<file path="src/sv/test_pattern_readback_checker_macros.svh">
// Assertion macros shared by the read-back checker modules.
`ifndef TEST_PATTERN_READBACK_CHECKER_MACROS_SVH
`define TEST_PATTERN_READBACK_CHECKER_MACROS_SVH

// The consequent must hold in the same cycle as the antecedent.
`define TPRC_ASSERT_SAME(label, clk, rst, ante, cons) \
   label: assert property (@(posedge clk) disable iff (rst) (ante) |-> (cons)) \
      else $error("%m: same-cycle check failed");

// The consequent must hold in the cycle after the antecedent.
`define TPRC_ASSERT_NEXT(label, clk, rst, ante, cons) \
   label: assert property (@(posedge clk) disable iff (rst) (ante) |=> (cons)) \
      else $error("%m: next-cycle check failed");

`endif

</file>
<file path="src/sv/tprc_pkg.sv">
// Types, constants and the fixed pattern table of the read-back checker.
`default_nettype none

package tprc_pkg;

   localparam int TABLE_ENTRIES_DEFAULT = 70;
   localparam int FIXED_TABLE_LEN       = 70;
   localparam int TABLE_IDX_W           = 8;
   localparam int QUEUE_DEPTH           = 4;
   localparam int QUEUE_PTR_W           = $clog2(QUEUE_DEPTH);
   localparam int QUEUE_CNT_W           = $clog2(QUEUE_DEPTH + 1);

   localparam logic [12:0] COUNT_MAX = 13'd8191;

   // Pattern source codes; the two remaining codes select the user pattern.
   localparam logic [1:0] MODE_TABLE = 2'd0;
   localparam logic [1:0] MODE_BLOCK = 2'd1;

   // Configuration register indexes.
   localparam logic [1:0] CSR_PATTERN_MODE   = 2'd0;
   localparam logic [1:0] CSR_USER_PATTERN   = 2'd1;
   localparam logic [1:0] CSR_COMPARE_ENABLE = 2'd2;
   localparam logic [1:0] CSR_ABORT_ON_ERROR = 2'd3;

   typedef enum logic [1:0] {
      KIND_ERROR = 2'd0,
      KIND_COUNT = 2'd1,
      KIND_DONE  = 2'd2
   } report_kind_type;

   // One classified input item: which reports it causes and their payload.
   typedef struct packed {
      logic        has_count;
      logic        has_error;
      logic        has_done;
      logic [15:0] block;
      logic [11:0] index;
      logic [15:0] expect_word;
      logic [15:0] data;
      logic [15:0] count_bad;
      logic [12:0] count_val;
      logic        abort;
   } tprc_action_type;

   localparam logic [15:0] FIXED_TABLE [FIXED_TABLE_LEN] = '{
      16'o000000, 16'o177777, 16'o125252, 16'o052525, 16'o070707, 16'o107070,
      16'o165555, 16'o133333, 16'o153333, 16'o177776, 16'o177775, 16'o177773,
      16'o177767, 16'o177757, 16'o177737, 16'o177677, 16'o177577, 16'o177377,
      16'o176777, 16'o175777, 16'o173777, 16'o167777, 16'o157777, 16'o137777,
      16'o077777, 16'o000001, 16'o000002, 16'o000004, 16'o000010, 16'o000020,
      16'o000040, 16'o000100, 16'o000200, 16'o000400, 16'o001000, 16'o002000,
      16'o004000, 16'o010000, 16'o020000, 16'o040000, 16'o100000, 16'o000003,
      16'o000007, 16'o000017, 16'o000037, 16'o000077, 16'o000177, 16'o000377,
      16'o000777, 16'o001777, 16'o003777, 16'o007777, 16'o017777, 16'o037777,
      16'o077777, 16'o177776, 16'o177774, 16'o177770, 16'o177760, 16'o177740,
      16'o177700, 16'o177600, 16'o177400, 16'o177000, 16'o176000, 16'o174000,
      16'o170000, 16'o160000, 16'o140000, 16'o100000
   };

   // Entries past the fixed table read as zero.
   function automatic logic [15:0] table_word(input logic [TABLE_IDX_W-1:0] idx);
      logic [15:0] word;
      if (int'(idx) < FIXED_TABLE_LEN) begin
         word = FIXED_TABLE[idx[6:0]];
      end else begin
         word = 16'd0;
      end
      return word;
   endfunction

endpackage

`default_nettype wire

</file>
<file path="src/sv/tprc_if.sv">
// Channel interfaces of the read-back checker: words in, reports out, register writes.
`default_nettype none

interface tprc_req_if;
   logic        valid;
   logic        ready;
   logic [15:0] data_word;
   logic [11:0] word_index;
   logic [15:0] block_number;
   logic [15:0] pass_number;
   logic        last_word;

   modport source (output valid, data_word, word_index, block_number, pass_number,
                   last_word, input ready);
   modport sink (input valid, data_word, word_index, block_number, pass_number,
                 last_word, output ready);
endinterface


interface tprc_csr_if;
   logic        valid;
   logic        ready;
   logic [1:0]  index;
   logic [15:0] data;

   modport source (output valid, index, data, input ready);
   modport sink (input valid, index, data, output ready);
endinterface

`default_nettype wire

</file>
<file path="src/sv/tprc_front.sv">
// Front part: register file, pattern selection, compare and repeat-run tracking.
`default_nettype none
`include "test_pattern_readback_checker_macros.svh"

module tprc_front #(
   parameter int TABLE_ENTRIES = tprc_pkg::TABLE_ENTRIES_DEFAULT
) (
   input  logic                      clock,
   input  logic                      reset,
   tprc_req_if.sink                  req_ch,
   tprc_csr_if.sink                  csr_ch,
   output logic                      act_valid,
   input  logic                      act_ready,
   output tprc_pkg::tprc_action_type act_data
);
   import tprc_pkg::*;

   // pass / TABLE_ENTRIES by a rounded-up reciprocal; exact for 16-bit passes.
   localparam int          RECIP_SHIFT = 24;
   localparam longint      RECIP_VAL   =
      ((64'd1 << RECIP_SHIFT) + TABLE_ENTRIES - 1) / TABLE_ENTRIES;
   localparam logic [24:0] RECIP       = 25'(RECIP_VAL);
   localparam logic [8:0]  DIVISOR     = 9'(TABLE_ENTRIES);

   // Configuration registers.
   logic [1:0]  mode_ff;
   logic [15:0] user_ff;
   logic        cmp_en_ff;
   logic        abort_en_ff;

   // Stage one: quotient of the pass number and the captured item.
   logic        s1_valid_ff, s1_valid_in;
   logic [15:0] s1_quot_ff;
   logic [15:0] s1_pass_ff;
   logic [15:0] s1_data_ff;
   logic [11:0] s1_index_ff;
   logic [15:0] s1_block_ff;
   logic        s1_last_ff;
   logic [40:0] quot_prod;
   logic        accept;

   // Run state.
   logic        error_seen_ff, error_seen_in;
   logic [12:0] run_count_ff, run_count_in;
   logic [15:0] run_bad_ff, run_bad_in;

   // Stage two.
   logic [24:0] quot_back;
   logic [16:0] rem_raw;
   logic [16:0] rem_fix;
   logic [15:0] expect_word;
   logic        mismatch, same_run, has_pre, has_error, has_end;
   logic        es_mid;
   logic [12:0] rc_mid;
   logic [15:0] rb_mid;
   logic        advance;

   assign csr_ch.ready = 1'b1;

   always_ff @(posedge clock) begin
      if (reset) begin
         mode_ff     <= MODE_TABLE;
         user_ff     <= 16'd0;
         cmp_en_ff   <= 1'b0;
         abort_en_ff <= 1'b1;
      end else if (csr_ch.valid) begin
         case (csr_ch.index)
            CSR_PATTERN_MODE:   mode_ff     <= csr_ch.data[1:0];
            CSR_USER_PATTERN:   user_ff     <= csr_ch.data;
            CSR_COMPARE_ENABLE: cmp_en_ff   <= csr_ch.data[0];
            CSR_ABORT_ON_ERROR: abort_en_ff <= csr_ch.data[0];
            default: begin
            end
         endcase
      end
   end

   assign quot_prod    = 41'(req_ch.pass_number) * 41'(RECIP);
   assign req_ch.ready = !s1_valid_ff || advance;
   assign accept       = req_ch.valid && req_ch.ready;

   always_comb begin
      s1_valid_in = s1_valid_ff;
      if (accept) begin
         s1_valid_in = 1'b1;
      end else if (advance) begin
         s1_valid_in = 1'b0;
      end
   end

   always_ff @(posedge clock) begin
      if (reset) begin
         s1_valid_ff <= 1'b0;
      end else begin
         s1_valid_ff <= s1_valid_in;
      end
   end

   always_ff @(posedge clock) begin
      if (accept) begin
         s1_quot_ff  <= quot_prod[RECIP_SHIFT+15:RECIP_SHIFT];
         s1_pass_ff  <= req_ch.pass_number;
         s1_data_ff  <= req_ch.data_word;
         s1_index_ff <= req_ch.word_index;
         s1_block_ff <= req_ch.block_number;
         s1_last_ff  <= req_ch.last_word;
      end
   end

   // Remainder and expected pattern.
   always_comb begin
      quot_back = 25'(s1_quot_ff) * 25'(DIVISOR);
      rem_raw   = 17'(s1_pass_ff) - quot_back[16:0];
      rem_fix   = (rem_raw >= 17'(DIVISOR)) ? rem_raw - 17'(DIVISOR) : rem_raw;
      case (mode_ff)
         MODE_TABLE: expect_word = table_word(rem_fix[TABLE_IDX_W-1:0]);
         MODE_BLOCK: expect_word = s1_block_ff;
         default:    expect_word = user_ff;
      endcase
   end

   // Compare and run tracking.
   always_comb begin
      mismatch  = cmp_en_ff && (s1_data_ff != expect_word);
      same_run  = error_seen_ff && (s1_data_ff == run_bad_ff);
      has_error = mismatch && !same_run;
      has_pre   = has_error && (run_count_ff > 13'd1);

      es_mid = has_error ? 1'b1 : error_seen_ff;
      rb_mid = has_error ? s1_data_ff : run_bad_ff;
      rc_mid = run_count_ff;
      if (has_error) begin
         rc_mid = 13'd1;
      end else if (mismatch && run_count_ff != COUNT_MAX) begin
         rc_mid = run_count_ff + 13'd1;
      end

      has_end = s1_last_ff && (rc_mid > 13'd1);

      if (s1_last_ff) begin
         error_seen_in = 1'b0;
         run_count_in  = 13'd1;
         run_bad_in    = 16'd0;
      end else begin
         error_seen_in = es_mid;
         run_count_in  = rc_mid;
         run_bad_in    = rb_mid;
      end

      act_data.has_count   = has_pre || has_end;
      act_data.has_error   = has_error;
      act_data.has_done    = s1_last_ff;
      act_data.block       = s1_block_ff;
      act_data.index       = s1_index_ff;
      act_data.expect_word = expect_word;
      act_data.data        = s1_data_ff;
      act_data.count_bad   = has_pre ? run_bad_ff : rb_mid;
      act_data.count_val   = has_pre ? run_count_ff : rc_mid;
      act_data.abort       = es_mid && abort_en_ff;
   end

   // Items that cause no report retire without a queue slot.
   assign act_valid = s1_valid_ff &&
                      (act_data.has_count || act_data.has_error || act_data.has_done);
   assign advance   = s1_valid_ff && (!act_valid || act_ready);

   always_ff @(posedge clock) begin
      if (reset) begin
         error_seen_ff <= 1'b0;
         run_count_ff  <= 13'd1;
         run_bad_ff    <= 16'd0;
      end else if (advance) begin
         error_seen_ff <= error_seen_in;
         run_count_ff  <= run_count_in;
         run_bad_ff    <= run_bad_in;
      end
   end

   // A run longer than one only exists after an error in the block.
   `TPRC_ASSERT_SAME(a_run_needs_error, clock, reset, run_count_ff > 13'd1, error_seen_ff)
   // The end of a block restores the idle run state.
   `TPRC_ASSERT_NEXT(a_block_end_clears, clock, reset, advance && s1_last_ff,
                     !error_seen_ff && (run_count_ff == 13'd1))

endmodule

`default_nettype wire

</file>
<file path="src/flat_wrapper.sv">
// flat-port wrapper written by rule: the top's interface ports become plain ports
module tprc_front_flat import tprc_pkg::*;
#(
   parameter int TABLE_ENTRIES = tprc_pkg::TABLE_ENTRIES_DEFAULT
)
  (clock, reset, act_valid, act_ready, act_data, req_ch_valid, req_ch_data_word, req_ch_word_index, req_ch_block_number, req_ch_pass_number, req_ch_last_word, req_ch_ready, csr_ch_valid, csr_ch_index, csr_ch_data, csr_ch_ready);
  tprc_req_if req_ch_i ();
  tprc_csr_if csr_ch_i ();
  input  logic clock;
  input  logic reset;
  output logic act_valid;
  input  logic act_ready;
  output tprc_pkg::tprc_action_type act_data;
  input wire logic [$bits(req_ch_i.valid)-1:0] req_ch_valid;
  input wire logic [$bits(req_ch_i.data_word)-1:0] req_ch_data_word;
  input wire logic [$bits(req_ch_i.word_index)-1:0] req_ch_word_index;
  input wire logic [$bits(req_ch_i.block_number)-1:0] req_ch_block_number;
  input wire logic [$bits(req_ch_i.pass_number)-1:0] req_ch_pass_number;
  input wire logic [$bits(req_ch_i.last_word)-1:0] req_ch_last_word;
  output wire logic [$bits(req_ch_i.ready)-1:0] req_ch_ready;
  input wire logic [$bits(csr_ch_i.valid)-1:0] csr_ch_valid;
  input wire logic [$bits(csr_ch_i.index)-1:0] csr_ch_index;
  input wire logic [$bits(csr_ch_i.data)-1:0] csr_ch_data;
  output wire logic [$bits(csr_ch_i.ready)-1:0] csr_ch_ready;
  assign req_ch_i.valid = req_ch_valid;
  assign req_ch_i.data_word = req_ch_data_word;
  assign req_ch_i.word_index = req_ch_word_index;
  assign req_ch_i.block_number = req_ch_block_number;
  assign req_ch_i.pass_number = req_ch_pass_number;
  assign req_ch_i.last_word = req_ch_last_word;
  assign req_ch_ready = req_ch_i.ready;
  assign csr_ch_i.valid = csr_ch_valid;
  assign csr_ch_i.index = csr_ch_index;
  assign csr_ch_i.data = csr_ch_data;
  assign csr_ch_ready = csr_ch_i.ready;
  tprc_front #(.TABLE_ENTRIES(TABLE_ENTRIES)) u_core (.clock(clock), .reset(reset), .req_ch(req_ch_i), .csr_ch(csr_ch_i), .act_valid(act_valid), .act_ready(act_ready), .act_data(act_data));
endmodule
</file>
<file path="config.mk">
export PLATFORM = sky130hd
export DESIGN_NAME = tprc_front_flat
export DESIGN_NICKNAME = d
export VERILOG_FILES = /design/src/sv/tprc_pkg.sv /design/src/sv/tprc_if.sv /design/src/sv/tprc_front.sv /design/src/flat_wrapper.sv
export VERILOG_INCLUDE_DIRS = /design/src /design/src/sv
export SDC_FILE = /design/constraint.sdc
export NUM_CORES = 1
export LEC_CHECK = 0
export ABC_CLOCK_PERIOD_IN_PS = 13380
export CORE_ASPECT_RATIO = 0.8
export CORE_MARGIN = 3
export CORE_UTILIZATION = 35
export DETAILED_ROUTE_END_ITERATION = 8
export DONT_BUFFER_PORTS = 1
export PLACE_DENSITY = 0.6
export SLEW_MARGIN = 5
export SYNTH_ARGS = -nofsm -noshare
export SYNTH_HDL_FRONTEND = slang
export SYNTH_SLANG_ARGS = --single-unit
</file>
<file path="constraint.sdc">
create_clock -name clock -period 13.38 [get_ports clock]
set_clock_uncertainty 0.2 [all_clocks]
set_input_delay 1.338 -clock clock [delete_from_list [all_inputs] [get_ports clock]]
set_output_delay 1.338 -clock clock [all_outputs]
set_load 0.05 [all_outputs]
</file>
==> flow_summary.ini <==
[outcome]
status = completed

[sta]
fin_crit_sh_pct = 92.3
slew_violations = 0
setup_tns_ps = 0
final-hold-violation-count = 0
setup_viol = 0
worst_pin_slew_ps = 1170
period_needed_ps = 12350
rsz0062_at_grt = false
fmax_ghz = 0.0810
slew_headroom_pct = 22.6

[worst_setup_path]
required_ps = 11840
reg2reg_slack_ps = 2680
r2r_end = u_core.s1_pass_ff[15]
r2r_start = u_core.s1_quot_ff[5]
crit_path_frequent_cell = ha_1
cp_slowest_cell = mux2i_1
cp.arrival_ps = 10810
critPathLaunchType = flip-flop
reg2reg_depth = 34
slowest_delay_ps = 830
end_kind = primary output
worstSetupPathType = flip-flop to primary output
cp_max_fo = 18

[yosys]
synthCells = 1657
ys.flop_type = edfxtp_1
syn_area_um2 = 14700
async_reset_ff_share_pct = 0
syn_avg_cell_area_um2 = 8.89
synth_edf_count = 71
synth.distinct_cells = 102
syn_nets = 2034
synth_seq_cells = 122
ys_warn_count = 0
ys_seq_area_share_pct = 21.4

[drt]
avgViaCountPerCell = 5.93
route.detailed.drc = 0
wl_per_cell_um = 22.6
drt_pass1_iterations = 6
drt_iter0_markers = 1480
vias = 12994
detail_route.wirelength_um = 49600
ant_nets = 0

[die]
die_w_um = 235
die_area_um2 = 44600
core_um2 = 41100
rows = 66
die_y_um = 189
start_util_pct = 35.8
ios = 180

[clock_tree]
root_buffer = clkbuf_16
insertion_delay_ps = 450
cts-htree-levels = 4
clockBufferDepth = 2
cts_sinks = 122
path_clk_slew_ps = 60
cts_tree = built
cts_hold_buf = 0
post-cts-setup-buffers = 0
cts_made_buffers = 17
ctsResizeCount = 0

[cells_and_area]
diodes = 0
areaGrowthSynthToFinish_pct = 7.85
drive_gt1_share_pct = 6.80
nets = 2010

[grt]
grt_pass1_vias = 12484
grt_pass1_wl_um = 76000
grt_max_degree = 72
grt_overflow = 0
antenna_found_initial = 1
track_usage_pct = 21.9

[worst_hold_path]
min_path_type = flip-flop to flip-flop
worstHoldStart = u_core.user_ff[0]
hold_depth = 2
whs_endpoint = u_core.user_ff[0]

[place]
dpl.hpwl_um = 40300
io_buffer_count = 0
place_congestion = 0.987

[flow_run]
maxCapViolations = 0
[layer usage]
layer	wire, µm	track usage, %
met5	0	0
met4	1420	6.43
met3	5130	7.05
met2	20700	31.8
met1	22300	31.1
[worst max-delay path, delay by kind of cell (launching register included)]
family | cells | cell delay [ps]
compound gates | 14 | 3380
xor+xnor | 3 | 630
fa+ha+maj | 6 | 2130
buf+inv | 3 | 470
flops | 1 | 430
mux | 2 | 1210
simple gates | 6 | 2100
[cells in the final DEF, fill, tap and decap left out, types with 17 or more instances in the layout]
cell	synthesis	routed
a31oi_1	21	21
a21o_1	24	24
xnor2_1	51	51
o21ai_0	44	42
ha_1	197	197
nor3_1	32	32
nand3_1	39	39
a21oi_1	100	99
edfxtp_1	71	71
and2_1	17	17
inv_1	207	207
xor2_1	25	25
clkbuf_16	0	17
fa_1	96	96
buf_4	7	29
a22o_1	19	19
dfxtp_1	51	51
nand2_1	134	134
nor2_1	112	112
[cell type report]
| cell class | instances | area (µm²) |
|---|---|---|
| clock buffers | 20 | 457 |
| clock inverters | 12 | 106 |
| fillers | 4189 | 25200 |
| inverters | 209 | 785 |
| multi-input cells | 1254 | 10500 |
| flip-flops and latches | 122 | 3150 |
| well taps | 544 | 681 |
| repair buffers | 29 | 218 |
[synth_stat cells (9+ instances only)]
master | instances | share of area, %
o211ai_1 | 16 | 0.82
and3_1 | 12 | 0.51
mux2i_1 | 12 | 0.82
a221oi_1 | 10 | 0.59
nor4_1 | 15 | 0.64
and2_1 | 17 | 0.72
nand2b_1 | 12 | 0.51
a31oi_1 | 21 | 0.89
clkbuf_1 | 50 | 1.3
a21oi_1 | 100 | 3.4
mux2_2 | 13 | 0.99
nor2_1 | 112 | 2.9
fa_1 | 96 | 13
nand4_1 | 13 | 0.55
nand3_1 | 39 | 1.3
nand2_1 | 134 | 3.4
a22oi_1 | 12 | 0.61
o21a_1 | 11 | 0.56
o22ai_1 | 15 | 0.64
inv_1 | 207 | 5.3
nor2b_1 | 9 | 0.38
nor3_1 | 32 | 1.1
a21o_1 | 24 | 1.2
o31ai_1 | 9 | 0.46
and4_1 | 11 | 0.65
o21ai_0 | 44 | 1.5
a22o_1 | 19 | 1.1
ha_1 | 197 | 17
dfxtp_1 | 51 | 6.9
buf_2 | 9 | 0.31
xor2_1 | 25 | 1.5
o21ai_1 | 9 | 0.31
a211oi_1 | 16 | 0.82
xnor2_1 | 51 | 3.0
edfxtp_1 | 71 | 14
[sequential cells by signal, indices dropped and copies added (netlist names), 2 cells and up]
| name | flops |
|---|---|
| u_core.s1_pass_ff | 16 |
| u_core.s1_block_ff | 16 |
| u_core.s1_index_ff | 12 |
| u_core.s1_quot_ff | 10 |
| u_core.mode_ff | 2 |
| u_core.s1_data_ff | 16 |
| u_core.run_count_ff | 13 |
| u_core.user_ff | 16 |
| u_core.run_bad_ff | 16 |
[how the worst max path moves through the flow]
stage	from	to	slack (ps)	cells after the start
after floorplan	u_core.s1_quot_ff[5]	u_core.s1_block_ff[0]	1320	34
after global placement	u_core.s1_quot_ff[5]	act_data[2]	2000	34
after detailed placement	u_core.s1_quot_ff[5]	act_data[2]	1740	34
after CTS	u_core.s1_quot_ff[5]	act_data[2]	1180	34
after global routing	u_core.s1_quot_ff[5]	act_data[2]	280	34
final	u_core.s1_quot_ff[5]	act_data[2]	1030	34
[through the flow]
stage | instances | hold slack (ps) | setup WS [ps] | utilization [%] | instance area (µm²)
after CTS | 2190 | 253 | 1180 | 38.6 | 15900
final | 2190 | 249 | 1030 | 38.6 | 15900
after global routing | 2190 | 272 | 278 | 38.6 | 15900
after detailed placement | 2158 | 241 | 1740 | 37.3 | 15300
after global placement | 2158 | 238 | 2000 | 37.3 | 15300
after floorplan | 1657 | 231 | 1320 | - | 14700
[cell families after synthesis]
group,after synthesis,share of synthesized area (%)
AOI/OAI and AO/OA,408,19.7
xor gates and xnor gates,76,4.52
adders and majority gates,293,29.8
buffers and inverters,281,7.52
DFF,122,21.4
muxes,32,2.34
other,1,0.0255
and+or+nand+nor,444,14.7
Power is not shown: default switching activity piles up to over one toggle a cycle in this logic, so the estimate is an artifact.
